## config.mk

```make
export PLATFORM = sky130hd
export DESIGN_NAME = nvmwl_ctrl
export DESIGN_NICKNAME = d
export VERILOG_FILES = /design/src/rtl/core/nvmwl_pkg.sv /design/src/rtl/core/nvmwl_ctrl.sv
export SDC_FILE = /design/constraint.sdc
export NUM_CORES = 1
export LEC_CHECK = 0
export BUFFER_PORTS_ARGS = -buffer_cell sky130_fd_sc_hd__buf_2
export CORE_AREA = 2 2 39 41
export CTS_CLUSTER_DIAMETER = 150
export DETAILED_ROUTE_END_ITERATION = 16
export DIE_AREA = 0 0 41 43
export PLACE_DENSITY = 0.73
export SLEW_MARGIN = 15
export SYNTH_ARGS = -nofsm -noshare
export SYNTH_HDL_FRONTEND = slang
export SYNTH_SLANG_ARGS = --single-unit
```

## constraint.sdc

```tcl
create_clock -name clk -period 2.7 [get_ports clk]
set_input_delay 0.54 -clock clk [delete_from_list [all_inputs] [get_ports clk]]
set_output_delay 0.54 -clock clk [all_outputs]
set_load 0.03 [all_outputs]
```

## src/rtl/core/nvmwl_pkg.sv

```systemverilog
// Shared types and constants for the NVM wear and latency monitor.
`default_nettype none
package nvmwl_pkg;
  localparam logic [2:0] FUNC_READ   = 3'd0;
  localparam logic [2:0] FUNC_WRITE  = 3'd1;
  localparam logic [2:0] FUNC_ATOMIC = 3'd2;
  localparam logic [2:0] FUNC_TICK   = 3'd3;
  localparam logic [2:0] FUNC_PROBER = 3'd4;
  localparam logic [2:0] FUNC_PROBEW = 3'd5;
  localparam logic [2:0] FUNC_CLEAR  = 3'd6;

  localparam logic [1:0] REG_READ_CYCLES  = 2'd0;
  localparam logic [1:0] REG_WRITE_CYCLES = 2'd1;
  localparam logic [1:0] REG_BANK_COUNT   = 2'd2;
  localparam logic [1:0] REG_ENDURANCE    = 2'd3;

  localparam int CNT_W  = 50;
  localparam int PAGE_W = 48;
  localparam logic [CNT_W-1:0] CNT_MAX = {CNT_W{1'b1}};
  localparam logic [PAGE_W-1:0] PAGE_MAX = {PAGE_W{1'b1}};
  localparam logic [CNT_W-1:0] CHECK_PERIOD = 50'd100000;
  localparam logic [16:0] CHECK_LAST = 17'd99999;  // wrap point of total mod period
  localparam int SAMPLE_STEP = 1000;

  // Commands from the controller to the datapath
  typedef struct packed {
    logic load;       // capture input word, do fast updates
    logic div_step;   // one restoring-division step (frame / banks)
    logic page_rd;    // issue page counter read
    logic page_wr;    // write page counter back, set hot
    logic scan_step;  // visit one bank counter
    logic finish;     // form result word
  } nvmwl_cmd_t;

  typedef struct packed {
    logic is_write;
  } nvmwl_stat_t;
endpackage
`default_nettype wire

```

## src/rtl/core/nvmwl_ctrl.sv

```systemverilog
// Sequencer for the monitor: steps division, page update and bank scan.
`default_nettype none
module nvmwl_ctrl #(
  parameter int DIV_STEPS  = 52,
  parameter int SCAN_STEPS = 8
) (
  input  wire logic                   clk,
  input  wire logic                   rst,
  input  wire logic                   in_fire,
  input  wire logic                   out_free,
  input  wire nvmwl_pkg::nvmwl_stat_t stat,
  output nvmwl_pkg::nvmwl_cmd_t       cmd,
  output logic                        busy,
  output logic                        out_load
);
  localparam logic [2:0] S_IDLE = 3'd0;
  localparam logic [2:0] S_DIV  = 3'd1;
  localparam logic [2:0] S_PRD  = 3'd2;
  localparam logic [2:0] S_PWR  = 3'd3;
  localparam logic [2:0] S_SCAN = 3'd4;
  localparam logic [2:0] S_DONE = 3'd5;
  localparam int CW = $clog2(DIV_STEPS + SCAN_STEPS + 1);

  logic [2:0] state, state_next;
  logic [CW-1:0] cnt, cnt_next;

  always_comb begin
    state_next = state;
    cnt_next = cnt;
    cmd = '0;
    out_load = 1'b0;
    case (state)
      S_IDLE: begin
        if (in_fire) begin
          cmd.load = 1'b1;
          cnt_next = '0;
          state_next = S_DIV;
        end
      end
      S_DIV: begin
        if (!stat.is_write) begin
          state_next = S_DONE;
        end else begin
          cmd.div_step = 1'b1;
          cnt_next = cnt + 1'b1;
          if (cnt == CW'(DIV_STEPS - 1)) begin
            cnt_next = '0;
            state_next = S_PRD;
          end
        end
      end
      S_PRD: begin
        cmd.page_rd = 1'b1;
        state_next = S_PWR;
      end
      S_PWR: begin
        cmd.page_wr = 1'b1;
        state_next = S_SCAN;
      end
      S_SCAN: begin
        cmd.scan_step = 1'b1;
        cnt_next = cnt + 1'b1;
        if (cnt == CW'(SCAN_STEPS - 1)) state_next = S_DONE;
      end
      S_DONE: begin
        if (out_free) begin
          cmd.finish = 1'b1;
          out_load = 1'b1;
          state_next = S_IDLE;
        end
      end
      default: state_next = S_IDLE;
    endcase
  end

  assign busy = (state != S_IDLE);

  always_ff @(posedge clk) begin
    if (rst) begin
      state <= S_IDLE;
      cnt <= '0;
    end else begin
      state <= state_next;
      cnt <= cnt_next;
    end
  end
endmodule
`default_nettype wire

```

==> impl_metrics.xml <==
<?xml version="1.0" encoding="UTF-8"?>
<metrics>
  <group name="logic_synthesis">
    <metric name="syn-num-nets" unit="">77</metric>
    <metric name="synth_edf_count" unit="">0</metric>
    <metric name="syn-cell-area" unit="sq um">604.3</metric>
    <metric name="yosys.cell_types.count" unit="">34</metric>
    <metric name="syn-instance-count" unit="">71</metric>
    <metric name="ys_ff_latch" unit="">9</metric>
    <metric name="synthesis.area_per_instance" unit="sq um">8.512</metric>
    <metric name="ys_warn_count" unit="">0</metric>
    <metric name="postSynth.asyncResetShare" unit="">0</metric>
    <metric name="synthFlopType" unit="">sky130_fd_sc_hd__dfxtp_1</metric>
    <metric name="register_area_share_after_synthesis" unit="">0.2981</metric>
  </group>
  <group name="worst_setup_path">
    <metric name="cp.required" unit="ns">2.16</metric>
    <metric name="worst-r2r-setup-slack" unit="ns">1.17</metric>
    <metric name="timing.critical_path.slowest_stage_cell" unit="">sky130_fd_sc_hd__dfxtp_1</metric>
    <metric name="worst_setup_path_end_kind" unit="">output port</metric>
    <metric name="critPathMaxStageDelay" unit="ns">0.46</metric>
    <metric name="worstRegToRegCells" unit="">4</metric>
    <metric name="critPathKind" unit="">register to output port</metric>
    <metric name="worstPathArrival" unit="ns">1.45</metric>
    <metric name="crit_path_max_fanout" unit="">16</metric>
    <metric name="rr_endpoint" unit="">cnt[0]</metric>
    <metric name="critical_path.reg2reg.startpoint" unit="">state[2]</metric>
    <metric name="cp-start-kind" unit="">register</metric>
    <metric name="worst_setup_path_startpoint" unit="">state[2]</metric>
    <metric name="worstPathCellList" unit="">or3_1 -&gt; nor2_1 -&gt; buf_2</metric>
  </group>
  <group name="min_path">
    <metric name="worstHoldPathCells" unit="">2</metric>
    <metric name="hold_class" unit="">input port to register</metric>
    <metric name="hold_end" unit="">state[2]</metric>
    <metric name="worstHoldStart" unit="">rst</metric>
  </group>
  <group name="global_route">
    <metric name="grt_first_pass_wirelength" unit="mm">2.007</metric>
    <metric name="number_of_antenna_violations_at_the_first_check_in_global_routing" unit="">0</metric>
    <metric name="grt.total_usage" unit="">0.1710</metric>
    <metric name="grt_max_degree" unit="">17</metric>
    <metric name="global_route.overflow_total" unit="">0</metric>
    <metric name="vias_in_the_first_global_route" unit="">482</metric>
  </group>
  <group name="sta">
    <metric name="setup-violations-final" unit="">0</metric>
    <metric name="setup_slack" unit="ns">0.7107</metric>
    <metric name="worst_clock_skew" unit="ns">0.009387</metric>
    <metric name="setup_repair_after_global_routing_missed_its_margin" unit="">false</metric>
    <metric name="slew-limit-headroom" unit="">0.6827</metric>
    <metric name="hold_viol_final" unit="">0</metric>
    <metric name="final.period_utilization" unit="">0.7368</metric>
    <metric name="hold_slack" unit="ns">0.4910</metric>
    <metric name="final_period_minus_worst_setup_slack" unit="ns">1.989</metric>
    <metric name="timing_worst_slew_pin_value" unit="ns">0.4752</metric>
    <metric name="timing.final.max_slew_violations" unit="">0</metric>
    <metric name="achievable-frequency" unit="MHz">502.7</metric>
    <metric name="tns" unit="ns">0</metric>
  </group>
  <group name="clocking">
    <metric name="cts_post_setup_buffers_inserted" unit="">0</metric>
    <metric name="cts_tree" unit="">built</metric>
    <metric name="path_clk_slew" unit="ns">0.07</metric>
    <metric name="cts_buffer_depth" unit="">2</metric>
    <metric name="worst_skew_pair.late_latency" unit="ns">0.27</metric>
    <metric name="clock_sink_count" unit="">9</metric>
    <metric name="tritoncts.num_buffers" unit="">3</metric>
    <metric name="cts_resized" unit="">0</metric>
    <metric name="cts.root.buffer_cell" unit="">sky130_fd_sc_hd__clkbuf_4</metric>
    <metric name="ctsHoldBuffers" unit="">0</metric>
    <metric name="htree_num_levels" unit="">1</metric>
  </group>
  <group name="detailed_routing">
    <metric name="detail_route.wl_per_cell" unit="microns">12.05</metric>
    <metric name="final_antenna_net_count" unit="">0</metric>
    <metric name="detail_route.wirelength" unit="mm">1.205</metric>
    <metric name="drt_drc_violations_left" unit="">0</metric>
    <metric name="vias" unit="">551</metric>
    <metric name="vias_per_cell" unit="">5.510</metric>
    <metric name="drt_first_pass_iters" unit="">4</metric>
    <metric name="detailedRoute.firstIterationViolations" unit="">8</metric>
  </group>
  <group name="cells_and_area">
    <metric name="fillerInstances" unit="">143</metric>
    <metric name="stdcell_count" unit="">100</metric>
    <metric name="growth_of_design_area_from_synthesis_to_finish" unit="%">14.91</metric>
    <metric name="area_used_by_sequential_logic_in_the_layout" unit="sq um">180.2</metric>
    <metric name="num_antenna_cells" unit="">0</metric>
    <metric name="multiInputGateArea" unit="sq um">389.1</metric>
    <metric name="total_nets_final" unit="">91</metric>
    <metric name="final_layout_size_suffix_gt1_frac" unit="">0.2857</metric>
    <metric name="final_area" unit="sq um">694.4</metric>
  </group>
  <group name="placed_design">
    <metric name="place_hpwl" unit="microns">880.6</metric>
    <metric name="placed_area" unit="sq um">668.1</metric>
    <metric name="post-place-ws" unit="ns">0.9956</metric>
    <metric name="port_buffers" unit="">12</metric>
    <metric name="gp_congestion" unit="">0.7786</metric>
    <metric name="place.detailed.instances" unit="">96</metric>
  </group>
  <group name="run">
    <metric name="max-cap-violations" unit="">0</metric>
  </group>
  <group name="power">
    <metric name="power.internal" unit="W">0.0002425</metric>
    <metric name="power_switching" unit="W">0.0001277</metric>
    <metric name="vdd.ir_drop.worst" unit="mV">0.3382</metric>
    <metric name="power_leakage" unit="nW">0.2917</metric>
    <metric name="clock_power_share" unit="">0.287</metric>
    <metric name="p_comb_frac" unit="">0.284</metric>
    <metric name="power_density" unit="nW/um^2">533.0</metric>
    <metric name="power.share.switching" unit="">0.3449</metric>
    <metric name="power.share.sequential" unit="">0.430</metric>
  </group>
  <group name="floorplanning">
    <metric name="floorplan.initialDensity" unit="">0.4367</metric>
    <metric name="floorplan.rows" unit="">14</metric>
    <metric name="dieArea" unit="sq um">1763</metric>
    <metric name="chipWidth" unit="microns">41</metric>
    <metric name="die-height" unit="microns">43</metric>
    <metric name="floorplan.core_area" unit="sq um">1384</metric>
    <metric name="io_pins" unit="">13</metric>
  </group>
  <group name="status">
    <metric name="status" unit="">completed</metric>
  </group>
</metrics>
==> layout by cell type (no fill, tap or decap), types with 2 or more instances in the layout <==
cell type,Yosys,layout
sky130_fd_sc_hd__nor2_1,9,9
sky130_fd_sc_hd__nand3_1,3,3
sky130_fd_sc_hd__clkbuf_4,0,3
sky130_fd_sc_hd__a21oi_1,2,2
sky130_fd_sc_hd__nand2_1,5,5
sky130_fd_sc_hd__buf_2,1,12
sky130_fd_sc_hd__dfxtp_1,9,9
sky130_fd_sc_hd__xnor2_1,5,5
sky130_fd_sc_hd__inv_1,4,4
sky130_fd_sc_hd__a211oi_1,3,3
sky130_fd_sc_hd__nand4_1,2,2
sky130_fd_sc_hd__nor3_1,2,2
sky130_fd_sc_hd__nor2b_1,2,2
sky130_fd_sc_hd__and3_1,2,2
sky130_fd_sc_hd__a211o_1,2,2
==> final cells by class <==
class / count / area share
flip-flops and latches: 9 / 0.2595
clock buffers: 4 / 0.03784
inverters: 5 / 0.02703
well taps: 16 / 0.02883
repair buffers: 12 / 0.08649
multi-input cells: 54 / 0.5604
==> per-stage QoR <==
step / power, W / utilization
CTS: 0.0003772 / 0.5018
global placement: 0.0002661 / 0.4828
global route: 0.0003949 / 0.5018
floorplan: 0.0002430 / -
detailed placement: 0.0002681 / 0.4828
finish: 0.0003702 / 0.5018
==> cell usage after synthesis (all sizes together) (3+ instances only) <==
cell type	n	area (sq um)
nor2	10	40.04
dfxtp	9	180.2
inv	5	18.76
nand2	5	18.77
xnor2	5	43.79
a211oi	3	22.52
a21oi	3	18.77
nand3	3	15.01
==> power groups by stage <==
stage / clock network [W] / registers, W / logic (W)
finish: 0.000106 / 0.000159 / 0.000105
detailed placement: 0 / 0.000162 / 0.000106
global route: 0.000117 / 0.000162 / 0.000117
CTS: 0.000112 / 0.000159 / 0.000107
floorplan: 0 / 0.000156 / 0.0000868
global placement: 0 / 0.000161 / 0.000105
==> worst max-delay path, delay by kind of cell, from the launching register on <==
kind          cells  cell delay (ns)
buf+inv           1             0.20
flops             1             0.46
simple gates      2             0.53
==> cell families after synthesis <==
| logic type | Yosys count | share of synthesized area |
|---|---|---|
| and+or+nand+nor | 32 | 0.3023 |
| AOI/OAI and AO/OA | 15 | 0.2319 |
| DFF | 9 | 0.2981 |
| buffers and inverters | 8 | 0.05795 |
| xor gates and xnor gates | 5 | 0.07246 |
| muxes | 1 | 0.01656 |
| adders and majority gates | 1 | 0.02070 |
==> worst max path at each step <==
| stage | endpoint | slack, ns | depth (start not counted) |
|---|---|---|---|
| floorplan | cmd[5] | 0.77 | 3 |
| global route | cmd[5] | 0.55 | 3 |
| CTS | cmd[5] | 0.69 | 3 |
| detailed placement | cmd[5] | 1.0 | 3 |
| global placement | cmd[5] | 1.01 | 3 |
| finish | cmd[5] | 0.71 | 3 |
==> per-layer routing <==
metal  vias to the layer above  routed length, microns  track usage
li1                        279                       -            -
met1                       255                     556       0.2136
met2                        13                     540       0.2250
met3                         4                      84      0.09424
met4                         0                      23      0.09333
met5                         -                       0            0
==> registers in the layout, summed over array words and instances (netlist names) <==
register	flops
cnt	6
state	3
(Power assumes the default switching activity.)
